[src/hdl/jsu_pkg.sv]
// ----------------------------------------------------------------------------
// jsu_pkg
// Shared types, codes and helper functions for the JSON string unescape core.
// ----------------------------------------------------------------------------
package jsu_pkg;

   localparam int BYTE_W    = 8;
   localparam int KIND_W    = 2;
   localparam int CP_W      = 16;
   localparam int MAX_RSP   = 4;
   localparam int CNT_W     = $clog2(MAX_RSP + 1);
   localparam int SLOT_W    = $clog2(MAX_RSP);

   // scan modes
   localparam logic [1:0] MODE_WAIT = 2'd0;
   localparam logic [1:0] MODE_TEXT = 2'd1;
   localparam logic [1:0] MODE_ESC  = 2'd2;
   localparam logic [1:0] MODE_HEX  = 2'd3;

   // result kinds
   localparam logic [KIND_W-1:0] KIND_DATA   = 2'd0;
   localparam logic [KIND_W-1:0] KIND_CLOSED = 2'd1;
   localparam logic [KIND_W-1:0] KIND_NUL    = 2'd2;
   localparam logic [KIND_W-1:0] KIND_NOOPEN = 2'd3;

   // characters
   localparam logic [BYTE_W-1:0] CHR_NUL   = 8'h00;
   localparam logic [BYTE_W-1:0] CHR_QUOTE = 8'h22;
   localparam logic [BYTE_W-1:0] CHR_BSL   = 8'h5C;
   localparam logic [BYTE_W-1:0] CHR_U     = 8'h75;

   typedef struct packed {
      logic [1:0]      mode;
      logic [1:0]      digits;
      logic [CP_W-1:0] cp;
   } scan_state_type;

   typedef struct packed {
      logic [CNT_W-1:0]                count;
      logic [MAX_RSP-1:0][BYTE_W-1:0]  data;
      logic [MAX_RSP-1:0][KIND_W-1:0]  kind;
   } burst_type;

   function automatic logic [3:0] hex_value(input logic [BYTE_W-1:0] h);
      logic [3:0] v;
      v = 4'd0;
      if (h >= 8'h30 && h <= 8'h39)      v = 4'(h - 8'h30);
      else if (h >= 8'h61 && h <= 8'h66) v = 4'(h - 8'h57);
      else if (h >= 8'h41 && h <= 8'h46) v = 4'(h - 8'h37);
      return v;
   endfunction

   function automatic logic [BYTE_W-1:0] escape_map(input logic [BYTE_W-1:0] e);
      logic [BYTE_W-1:0] r;
      r = e;
      if (e == 8'h6E)      r = 8'h0A;
      else if (e == 8'h74) r = 8'h09;
      else if (e == 8'h72) r = 8'h0D;
      else if (e == 8'h62) r = 8'h08;
      else if (e == 8'h66) r = 8'h0C;
      return r;
   endfunction

   function automatic burst_type empty_burst();
      burst_type b;
      b.count = '0;
      b.data  = '0;
      b.kind  = {MAX_RSP{KIND_DATA}};
      return b;
   endfunction

   // one to three utf-8 bytes
   function automatic burst_type utf8_burst(input logic [CP_W-1:0] cp);
      burst_type b;
      b = empty_burst();
      if (cp < 16'h0080) begin
         b.count   = CNT_W'(1);
         b.data[0] = cp[7:0];
      end else if (cp < 16'h0800) begin
         b.count   = CNT_W'(2);
         b.data[0] = 8'hC0 | {3'b000, cp[10:6]};
         b.data[1] = 8'h80 | {2'b00, cp[5:0]};
      end else begin
         b.count   = CNT_W'(3);
         b.data[0] = 8'hE0 | {4'b0000, cp[15:12]};
         b.data[1] = 8'h80 | {2'b00, cp[11:6]};
         b.data[2] = 8'h80 | {2'b00, cp[5:0]};
      end
      return b;
   endfunction

   // append a terminating result of the given kind
   function automatic burst_type add_end(input burst_type b_in,
                                         input logic [KIND_W-1:0] k);
      burst_type b;
      b = b_in;
      b.data[b_in.count[SLOT_W-1:0]] = '0;
      b.kind[b_in.count[SLOT_W-1:0]] = k;
      b.count = b_in.count + CNT_W'(1);
      return b;
   endfunction

endpackage

[src/hdl/jsu_ifs.sv]
// ----------------------------------------------------------------------------
// jsu channel interfaces
// Valid/ready channels for text bytes in and decoded results out.
// ----------------------------------------------------------------------------
interface jsu_req_if;
   logic       valid;
   logic       ready;
   logic [7:0] in_byte;

   modport source (output valid, output in_byte, input ready);
   modport sink   (input valid, input in_byte, output ready);
endinterface

interface jsu_rsp_if;
   logic       valid;
   logic       ready;
   logic [7:0] out_byte;
   logic [1:0] out_kind;
   logic       out_last;

   modport source (output valid, output out_byte, output out_kind, output out_last,
                   input ready);
   modport sink   (input valid, input out_byte, input out_kind, input out_last,
                   output ready);
endinterface

[src/hdl/json_string_unescape_core.sv]
// ----------------------------------------------------------------------------
// json_string_unescape_core
// Decodes quoted JSON strings from a byte stream into unescaped UTF-8 bytes.
// ----------------------------------------------------------------------------
// req_ch carries one text byte per transfer; rsp_ch carries decoded results,
// each with a data byte, a kind (data, closed, ended by NUL, no opening quote)
// and a last flag on the final result caused by one text byte.
// A text byte is decoded in the cycle it is accepted and its burst of zero to
// four results is registered, so its first result appears in the next cycle.
// The burst register drains one result per cycle while rsp_ch is ready; a new
// text byte is taken when the register is empty or its last result transfers
// in the same cycle. Bytes that give at most one result therefore stream at
// one byte per cycle while rsp_ch is ready; a byte giving more results holds
// the input until its last result transfers, as there is a single result port.
// Reset empties the burst register and returns the scanner to waiting for an
// opening quote. While rsp_ch is stalled the current result holds and req_ch
// stays not ready once the burst register's last result is waiting.
// ----------------------------------------------------------------------------
module json_string_unescape_core (
   input  logic       clock,
   input  logic       reset,
   jsu_req_if.sink    req_ch,
   jsu_rsp_if.source  rsp_ch
);
   import jsu_pkg::*;

   scan_state_type                 state_ff, state_in;
   burst_type                      burst;
   logic [CNT_W-1:0]               rem_ff, rem_in;
   logic [MAX_RSP-1:0][BYTE_W-1:0] data_ff, data_in;
   logic [MAX_RSP-1:0][KIND_W-1:0] kind_ff, kind_in;
   scan_state_type                 dec_state;
   logic                           req_xfer, rsp_xfer;

   jsu_decode u_decode (
      .cur_state (state_ff),
      .in_byte   (req_ch.in_byte),
      .nxt_state (dec_state),
      .burst     (burst)
   );

   assign rsp_xfer     = rsp_ch.valid && rsp_ch.ready;
   assign req_ch.ready = (rem_ff == '0) || ((rem_ff == CNT_W'(1)) && rsp_ch.ready);
   assign req_xfer     = req_ch.valid && req_ch.ready;

   assign rsp_ch.valid    = (rem_ff != '0);
   assign rsp_ch.out_byte = data_ff[0];
   assign rsp_ch.out_kind = kind_ff[0];
   assign rsp_ch.out_last = (rem_ff == CNT_W'(1));

   always_comb begin
      state_in = state_ff;
      rem_in   = rem_ff;
      data_in  = data_ff;
      kind_in  = kind_ff;
      priority if (req_xfer) begin
         state_in = dec_state;
         rem_in   = burst.count;
         data_in  = burst.data;
         kind_in  = burst.kind;
      end else if (rsp_xfer) begin
         rem_in = rem_ff - CNT_W'(1);
         for (int i = 0; i < MAX_RSP - 1; i++) begin
            data_in[i] = data_ff[i+1];
            kind_in[i] = kind_ff[i+1];
         end
      end
   end

   always_ff @(posedge clock) begin
      if (reset) begin
         state_ff.mode   <= MODE_WAIT;
         state_ff.digits <= 2'd0;
         state_ff.cp     <= '0;
         rem_ff          <= '0;
      end else begin
         state_ff <= state_in;
         rem_ff   <= rem_in;
      end
      data_ff <= data_in;
      kind_ff <= kind_in;
   end

   // a burst keeps presenting until its last result transfers
   a_burst_continues: assert property (@(posedge clock) disable iff (reset)
      (rsp_xfer && !rsp_ch.out_last) |=> rsp_ch.valid)
      else $error("burst broke before its last result");

   // no new byte while a non-final result is pending
   a_no_overrun: assert property (@(posedge clock) disable iff (reset)
      (rsp_ch.valid && !rsp_ch.out_last) |-> !req_ch.ready)
      else $error("input accepted over a pending burst");

   // only the final result of a burst may carry a status kind
   a_status_last: assert property (@(posedge clock) disable iff (reset)
      (rsp_ch.valid && !rsp_ch.out_last) |-> (rsp_ch.out_kind == KIND_DATA))
      else $error("status kind before end of burst");

   // hex gathering state is clear outside hex mode
   a_hex_clear: assert property (@(posedge clock) disable iff (reset)
      (state_ff.mode != MODE_HEX) |-> (state_ff.digits == 2'd0 && state_ff.cp == '0))
      else $error("stale hex state outside hex mode");

endmodule

[src/hdl/jsu_decode.sv]
// ----------------------------------------------------------------------------
// jsu_decode
// Per-byte scan step: next scan state and the burst of results for one byte.
// ----------------------------------------------------------------------------
module jsu_decode (
   input  jsu_pkg::scan_state_type cur_state,
   input  logic [7:0]              in_byte,
   output jsu_pkg::scan_state_type nxt_state,
   output jsu_pkg::burst_type      burst
);
   import jsu_pkg::*;

   logic [CP_W-1:0] shifted_cp;

   assign shifted_cp = {cur_state.cp[CP_W-5:0], hex_value(in_byte)};

   always_comb begin
      nxt_state = cur_state;
      burst     = empty_burst();
      unique case (cur_state.mode)
         MODE_WAIT: begin
            if (in_byte == CHR_QUOTE) nxt_state.mode = MODE_TEXT;
            else                      burst = add_end(empty_burst(), KIND_NOOPEN);
         end
         MODE_TEXT: begin
            priority if (in_byte == CHR_NUL) begin
               burst          = add_end(empty_burst(), KIND_NUL);
               nxt_state.mode = MODE_WAIT;
            end else if (in_byte == CHR_QUOTE) begin
               burst          = add_end(empty_burst(), KIND_CLOSED);
               nxt_state.mode = MODE_WAIT;
            end else if (in_byte == CHR_BSL) begin
               nxt_state.mode = MODE_ESC;
            end else begin
               burst.count   = CNT_W'(1);
               burst.data[0] = in_byte;
            end
         end
         MODE_ESC: begin
            priority if (in_byte == CHR_NUL) begin
               burst          = add_end(empty_burst(), KIND_NUL);
               nxt_state.mode = MODE_WAIT;
            end else if (in_byte == CHR_U) begin
               nxt_state.mode   = MODE_HEX;
               nxt_state.digits = 2'd0;
               nxt_state.cp     = '0;
            end else begin
               burst.count    = CNT_W'(1);
               burst.data[0]  = escape_map(in_byte);
               nxt_state.mode = MODE_TEXT;
            end
         end
         MODE_HEX: begin
            priority if (in_byte == CHR_NUL) begin
               burst            = add_end(utf8_burst(cur_state.cp), KIND_NUL);
               nxt_state.mode   = MODE_WAIT;
               nxt_state.digits = 2'd0;
               nxt_state.cp     = '0;
            end else if (cur_state.digits == 2'd3) begin
               burst            = utf8_burst(shifted_cp);
               nxt_state.mode   = MODE_TEXT;
               nxt_state.digits = 2'd0;
               nxt_state.cp     = '0;
            end else begin
               nxt_state.cp     = shifted_cp;
               nxt_state.digits = cur_state.digits + 2'd1;
            end
         end
      endcase
   end

endmodule

[src/flat_wrapper.sv]
// flat-port wrapper written by rule: the top's interface ports become plain ports
module json_string_unescape_core_flat import jsu_pkg::*;
  (clock, reset, req_ch_valid, req_ch_in_byte, req_ch_ready, rsp_ch_valid, rsp_ch_out_byte, rsp_ch_out_kind, rsp_ch_out_last, rsp_ch_ready);
  jsu_req_if req_ch_i ();
  jsu_rsp_if rsp_ch_i ();
  input  logic clock;
  input  logic reset;
  input wire logic [$bits(req_ch_i.valid)-1:0] req_ch_valid;
  input wire logic [$bits(req_ch_i.in_byte)-1:0] req_ch_in_byte;
  output wire logic [$bits(req_ch_i.ready)-1:0] req_ch_ready;
  output wire logic [$bits(rsp_ch_i.valid)-1:0] rsp_ch_valid;
  output wire logic [$bits(rsp_ch_i.out_byte)-1:0] rsp_ch_out_byte;
  output wire logic [$bits(rsp_ch_i.out_kind)-1:0] rsp_ch_out_kind;
  output wire logic [$bits(rsp_ch_i.out_last)-1:0] rsp_ch_out_last;
  input wire logic [$bits(rsp_ch_i.ready)-1:0] rsp_ch_ready;
  assign req_ch_i.valid = req_ch_valid;
  assign req_ch_i.in_byte = req_ch_in_byte;
  assign req_ch_ready = req_ch_i.ready;
  assign rsp_ch_valid = rsp_ch_i.valid;
  assign rsp_ch_out_byte = rsp_ch_i.out_byte;
  assign rsp_ch_out_kind = rsp_ch_i.out_kind;
  assign rsp_ch_out_last = rsp_ch_i.out_last;
  assign rsp_ch_i.ready = rsp_ch_ready;
  json_string_unescape_core u_core (.clock(clock), .reset(reset), .req_ch(req_ch_i), .rsp_ch(rsp_ch_i));
endmodule
[config.mk]
export PLATFORM = sky130hd
export DESIGN_NAME = json_string_unescape_core_flat
export DESIGN_NICKNAME = d
export VERILOG_FILES = /design/src/hdl/jsu_pkg.sv /design/src/hdl/jsu_ifs.sv /design/src/hdl/json_string_unescape_core.sv /design/src/hdl/jsu_decode.sv /design/src/flat_wrapper.sv
export SDC_FILE = /design/constraint.sdc
export NUM_CORES = 1
export LEC_CHECK = 0
export BUFFER_PORTS_ARGS = -buffer_cell sky130_fd_sc_hd__buf_2
export CAP_MARGIN = 20
export CORE_UTILIZATION = 41
export DETAILED_ROUTE_END_ITERATION = 12
export GPL_TIMING_DRIVEN = 0
export PLACE_DENSITY = 0.59
export SLEW_MARGIN = 40
export SYNTH_ARGS = -nofsm -noshare
export SYNTH_HDL_FRONTEND = slang
export SYNTH_HIERARCHICAL = 1
export SYNTH_SLANG_ARGS = --single-unit
[constraint.sdc]
create_clock -name clock -period 2 [get_ports clock]
set_input_delay 0.1 -clock clock [delete_from_list [all_inputs] [get_ports clock]]
set_output_delay 0.1 -clock clock [all_outputs]
set_load 0.005 [all_outputs]
==> results.yml, run 1 <==
timing:
  fin_crit_sh: 1.02
  holdWs_ns: 0.0918
  fin_worst_skew_ns: 0.0148
  tightest_slew_ns: 0.682
  hold_violations: 0
  rsz0062_at_grt: "yes"
  setup_violations: 5
  slew_viol_final: 0
  min_period_ns: 2.03
  fmax_mhz: 492
  setup_ws_ns: -0.0334
  relSlewSlack: 0.544
synthesis:
  ys_ff_latch: 63
  syn_area_mm2: 0.00436
  ys_dominant_reg_cell: "edfxtp_1"
  synth.distinct_cells: 75
  synth_seq_area_share: 0.381
  synthCells: 545
  synthArstFlopShare: 0
  syn_area_per_cell_um2: 8.01
  synth_edf_count: 40
  yosys_warnings: 6
route:
  dr.pass1.iters: 7
  vias: 4295
  drtAntennaViolNets: 0
  vias_per_cell: 5.64
  post-route-drc-count: 0
  drt_iter0_drc: 525
  post_drt_wl_per_cell_um: 17.1
  finalWirelength_mm: 13.0
grt:
  antenna_found_initial: 0
  grt_pass1_vias: 3998
  met2_usage: 0.401
  met1_usage: 0.308
  busiest_layer: "met2"
  met3_usage: 0.0437
  grt_use_total: 0.241
  grt_overflow_total: 0
  grt_max_degree: 31
  grt_pass1_wl_mm: 20.5
worst_setup_path:
  crit_path_end: "u_core/data_ff[11]"
  path_class: "reg -> reg"
  r2r_slack_ns: -0.03
  crit_path_start: "u_core/state_ff[10]"
  cp.required_ns: 2.22
  arrival_ns: 2.26
  worst_setup_path_end_kind: "flop"
  r2r_end: "u_core/data_ff[11]"
  reg2reg_from: "u_core/state_ff[10]"
  crit_fanout: 6
  startpoint_type: "flop"
  reg2reg_depth: 9
power_and_ir_drop:
  p_switching_uw: 1660
  p_leak_uw: 0.00224
  vdd_ir_drop_max_v: 0.000730
  p_comb_frac: 0.321
  pwr-share-seq: 0.417
  power_density_mw_per_mm2: 903
  clockPowerShare: 0.262
  intPower_uw: 3330
  switching_share: 0.332
  fin_total_pwr_uw: 4990
floorplanning:
  die_height_um: 105
  die_area_mm2: 0.0111
  num_rows: 37
  die_w_um: 105
  num_io_pins: 25
  start_util: 0.423
  core_area_mm2: 0.0103
finish:
  syn_to_final_growth_pct: 26.6
  stdcell_area_mm2: 0.00552
  final_cell_mix: "nand2_1 (156), buf_4 (59), a21oi_1 (42), edfxtp_1 (40), buf_2 (33)"
  multi_input_comb_area_mm2: 0.00259
  layout-drive-gt1-share: 0.318
  nFillCells: 973
  layout.nets: 640
  layout_commonest_cell: "nand2_1"
  regArea_mm2: 0.00167
  diodes: 0
cts:
  clk_path_buf_depth: 2
  root_buffer: "clkbuf_8"
  clk_pin_slew_ns: 0.08
  insertion_delay_ns: 0.36
  clkSinkCount: 63
  postCtsHoldBufs: 0
  cts_buffers: 9
  cts_htree_levels: 3
  tritoncts: "done"
place:
  place.gp.congestion: 0.908
  io_buffers: 23
  pre_cts_ws_ns: -0.600
  place_area_mm2: 0.00471
  dp_hpwl_mm: 8.79
flow_run:
  maxCapViolCount: 0
worst_hold_path:
  hold_depth: 3
  worstHoldPathType: "in -> reg"
outcome:
  outcome: "complete, but fails checks"
  violations: "negative setup slack"
-- state kept, by name, summed over array words and instances, names as in the netlist --
register,count
u_core/rsp_ch.out_kind,2
u_core/kind_ff,6
u_core/rsp_ch.out_byte,8
u_core/state_ff,20
u_core/rem_ff,3
u_core/data_ff,24
-- area by class of cell --
| type | count | area share |
|---|---|---|
| multi-input combinational | 413 | 0.468 |
| sequential | 63 | 0.302 |
| buffer | 62 | 0.0779 |
| timing repair buffer | 55 | 0.0673 |
| tap | 136 | 0.0308 |
| clock buffer | 9 | 0.0224 |
| clock inverter | 7 | 0.0190 |
| inverter | 16 | 0.0125 |
-- power groups by stage --
stage / clock network (uW) / logic [uW] / registers (uW)
floorplan: 0 / 1060 / 2080
global route: 1390 / 1800 / 2130
detailed placement: 0 / 1510 / 2110
CTS: 1340 / 1540 / 2080
global placement: 0 / 1490 / 2110
finish: 1310 / 1600 / 2080
-- cells in the mapped netlist, types with 3 or more instances --
cell,number,area [um^2]
a22o_1,17,149
nor3_1,5,25.0
a221oi_1,5,43.8
o221ai_1,6,52.6
edfxtp_1,40,1200
clkbuf_1,23,86.3
nand3b_1,3,22.5
o211ai_1,3,22.5
o21a_1,3,22.5
ha_1,8,100
nor2b_1,4,25.0
and2_1,3,18.8
a21oi_1,46,230
o21ai_1,3,15.0
and3_1,3,18.8
o21ai_0,12,60.1
nor2_1,29,109
a31oi_1,5,31.3
nor4_1,4,25.0
a22oi_1,4,30.0
inv_1,15,56.3
dfxtp_1,23,460
buf_4,27,203
nand2_1,158,593
nand2b_1,3,18.8
or3_1,3,18.8
buf_2,13,65.1
or3b_2,3,26.3
nand3_1,14,70.1
o2bb2ai_1,3,26.3
o31ai_1,3,22.5
-- repair_timing --
action,CTS,global route
setup endpoints to repair,83,92
setup buffers,18,14
endpoints found under the hold margin,0,0
gates resized for setup,51,70
pin swaps,21,16
-- critical path, stage by stage, from the launching register on --
cell	delay, ns
dfxtp_2	0.33
buf_6	0.12
or4_4	0.54
nor2_4	0.16
buf_6	0.16
and3_4	0.22
a221oi_2	0.06
nor3_1	0.18
nand2_1	0.08
nand2_1	0.06
-- kinds of logic (layout without fill, tap and decap cells) --
logic type | count (synthesis) | count (layout) | synth area share
simple gates | 255 | 255 | 0.275
compound gates | 132 | 132 | 0.207
buf+inv | 81 | 149 | 0.0984
xor+xnor | 1 | 1 | 0.00201
flops | 63 | 63 | 0.381
mux | 4 | 4 | 0.0123
fa+ha+maj | 8 | 8 | 0.0229
other cells | 1 | 13 | 0.000860
-- through the flow --
| step | TNS [ns] | util | std cells |
|---|---|---|---|
| floorplan | 0 | - | 557 |
| global placement | -24.96 | 0.455 | 716 |
| detailed placement | -17.86 | 0.456 | 716 |
| CTS | -0.259 | 0.510 | 748 |
| global route | -0.755 | 0.535 | 761 |
| finish | -0.114 | 0.535 | 761 |
-- worst min path at each step --
stage                       startpoint               end
final                     req_ch_valid  u_core/rem_ff[2]
after global routing      req_ch_valid  u_core/rem_ff[2]
after CTS                 req_ch_valid  u_core/rem_ff[2]
after detailed placement  req_ch_valid  u_core/rem_ff[2]
after global placement    req_ch_valid  u_core/rem_ff[2]
after floorplan           rsp_ch_ready  u_core/rem_ff[2]
-- layer usage --
metal	share of wire	vias to the layer above
met5	0	-
met4	0.029	0
met3	0.068	39
met2	0.47	195
met1	0.44	2009
li1	-	2052
Note: power is estimated with default switching activity, not from simulation.
==> run 2: changes to the inputs <==
SYNTH_HIERARCHICAL = not set   (was 1)
==> run 2 against run 1 <==
Compared with the run above: the flow still finishes with violations (negative setup slack); wire length is 13% lower; final cell count is 28% lower; synthesized area is 22% lower; fmax is 2.8% lower; power is 38% lower; die area is 21% lower; non-clock buffer count is 32 lower.
==> results.yml, run 2 <==
finish:
  diodes: 0
  layout-drive-gt1-share: 0.372
  layout_commonest_cell: "buf_4"
  largest_reg_flops: 20
  multi_input_comb_area_mm2: 0.00230
  regArea_mm2: 0.00130
  final_cell_mix: "buf_4 (40), nand2_1 (29), nor2_1 (27), edfxtp_1 (27), buf_2 (23)"
  regMostFlops: "u_core.state_ff"
  layout.nets: 469
  nFillCells: 708
  syn_to_final_growth_pct: 32.0
cts:
  clkSinkCount: 50
  cts_htree_levels: 2
  clk_pin_slew_ns: 0.10
  root_buffer: "clkbuf_8"
  clk_path_buf_depth: 2
  insertion_delay_ns: 0.31
  tritoncts: "done"
  cts_buffers: 5
route:
  post-route-drc-count: 0
  dr.pass1.iters: 6
  finalWirelength_mm: 11.3
  vias: 3565
  drt_iter0_drc: 358
  drtAntennaViolNets: 0
  vias_per_cell: 6.47
  post_drt_wl_per_cell_um: 20.6
power_and_ir_drop:
  p_comb_frac: 0.278
  power_density_mw_per_mm2: 680
  vdd_ir_drop_max_v: 0.000302
  pwr-share-seq: 0.448
  p_leak_uw: 0.00163
  intPower_uw: 2220
  switching_share: 0.278
  fin_total_pwr_uw: 3070
  p_switching_uw: 852
  clockPowerShare: 0.274
outcome:
  violations: "negative setup slack"
  outcome: "complete, but fails checks"
synthesis:
  synthSimpleGateAreaFrac: 0.232
  synthCells: 396
  synth_most_common_cell: "nor2_1"
  synth_seq_area_share: 0.372
  synthArstFlopShare: 0
  synth_common_cells: "nor2_1 (32), nand2_1 (31), edfxtp_1 (27)"
  synth_fa_ha_area_frac: 0.0329
  syn_area_mm2: 0.00342
  ys_dominant_reg_cell: "edfxtp_1"
  ys_top_cells_by_area: "edfxtp_1 (24%), dfxtp_1 (13%), a21oi_1 (3.7%)"
  muxShareOfSynthArea: 0.00622
  synth-xor-area-share: 0.00256
  ys_ff_latch: 50
  synth_compound_area_frac: 0.280
  syn-num-nets: 417
  post-synth-top-area-cell: "edfxtp_1"
  syn_area_per_cell_um2: 8.63
  yosys_warnings: 0
  synth_top_family_by_area: "compound AO/OA/AOI/OAI gates"
  synth.distinct_cells: 70
  synth_edf_count: 27
  yosysTopAreaCellShare: 0.237
flow_run:
  maxCapViolCount: 0
worst_setup_path:
  arrival_ns: 2.24
  reg2reg_from: "u_core.state_ff[7]"
  crit_path_start: "req_ch_in_byte[3]"
  r2r_end: "u_core.rsp_ch.out_byte[0]"
  crit_fanout: 10
  r2r_slack_ns: -0.06
  startpoint_type: "input port"
  crit_path_end: "u_core.data_ff[11]"
  worst_setup_path_end_kind: "flop"
  path_class: "in -> reg"
  reg2reg_depth: 4
  cp.required_ns: 2.14
timing:
  fin_worst_skew_ns: 0.0102
  setup_ws_ns: -0.0912
  relSlewSlack: 0.527
  tightest_slew_ns: 0.710
  hold_violations: 0
  setup_violations: 6
  fmax_mhz: 478
  slew_viol_final: 0
  min_period_ns: 2.09
  rsz0062_at_grt: "yes"
  fin_crit_sh: 1.05
floorplanning:
  num_rows: 32
  die_area_mm2: 0.00871
  core_area_mm2: 0.00789
  start_util: 0.433
  die_height_um: 93.3
  die_w_um: 93.3
  num_io_pins: 25
grt:
  grt_overflow_total: 0
  grt_pass1_vias: 3394
  grt_use_total: 0.267
  grt_pass1_wl_mm: 17.9
  antenna_found_initial: 0
  grt_max_degree: 32
place:
  io_buffers: 23
  place.gp.congestion: 0.934
  pre_cts_ws_ns: -0.556
  dp_hpwl_mm: 7.68
worst_hold_path:
  worstHoldPathType: "in -> reg"
  hold_path_startpoint: "reset"
[run 2: cell count changes after synthesis, sizes merged, moves of 5 or more]
cell	before	now
o21ai	16	25
inv	16	11
nand2	158	31
buf	42	19
nand2b	3	8
a22oi	4	16
a21oi	46	25
nor3	7	17
nor3b	0	6
edfxtp	40	27
o221ai	6	1
a22o	17	9
[run 2: what timing repair did]
item | CTS | global route
hold buffers | 0 | 0
buffers inserted | 22 | 7
endpoints found under the setup margin | 46 | 41
pin swaps | 13 | 13
gates cloned | 0 | 0
resized for setup | 69 | 61
[run 2: kinds of logic after synthesis]
kind of cell,after synthesis
simple gates,146
compound gates,136
buf+inv,52
flops,50
fa+ha+maj,9
mux,2
xor+xnor,1
[run 2: how the worst min path moves through the flow]
| stage | slack, ns | to | depth (start not counted) |
|---|---|---|---|
| after floorplan | 0.17 | u_core.state_ff[19] | 1 |
| after global placement | 0.37 | u_core.state_ff[19] | 2 |
| after detailed placement | 0.37 | u_core.state_ff[19] | 2 |
| after CTS | 0.04 | u_core.rem_ff[0] | 2 |
| after global routing | 0.05 | u_core.rem_ff[0] | 2 |
| final | 0.05 | u_core.rem_ff[0] | 2 |
[run 2: stage by stage]
step	setup TNS (ns)	instance area, um^2	utilization	hold slack, ns	cells
CTS	-0.178	4240	0.538	0.0415	544
detailed placement	-14.83	3720	0.472	0.372	522
floorplan	-0.320	3470	-	0.169	396
global placement	-21.53	3710	0.470	0.371	521
finish	-0.323	4510	0.572	0.0525	551
global route	-0.831	4510	0.572	0.0496	551
[run 2: metal layers]
layer | vias up | track usage | part of all wire | wire length [um]
li1 | 1623 | - | - | -
met1 | 1692 | 0.347 | 0.41 | 4610
met2 | 197 | 0.433 | 0.46 | 5260
met3 | 53 | 0.0561 | 0.088 | 996
met4 | 0 | 0.103 | 0.042 | 475
met5 | - | 0 | 0 | 0
[run 2: power by group through the flow]
stage | Clock (uW) | Combinational [uW] | Sequential [uW]
2_1_floorplan | 0 | 468 | 1380
3_3_place_gp | 0 | 689 | 1390
3_5_place_dp | 0 | 704 | 1400
4_1_cts | 857 | 773 | 1370
5_1_grt | 886 | 948 | 1400
6_report | 842 | 854 | 1370
[run 2: area by class of cell]
| class | count | area share |
|---|---|---|
| Inverter | 12 | 0.0119 |
| Sequential cell | 50 | 0.289 |
| Clock inverter | 3 | 0.0141 |
| Tap cell | 102 | 0.0283 |
| Timing Repair Buffer | 53 | 0.0807 |
| Multi-Input combinational cell | 294 | 0.511 |
| Buffer | 32 | 0.0502 |
| Clock buffer | 5 | 0.0153 |
[run 2: worst max-delay path: stages]
cell and delay [ns]:
buf_6 0.09, clkbuf_1 0.21, or4b_1 0.69, nor3_2 0.35
o22a_1 0.41, a221oi_1 0.14, o31ai_1 0.25
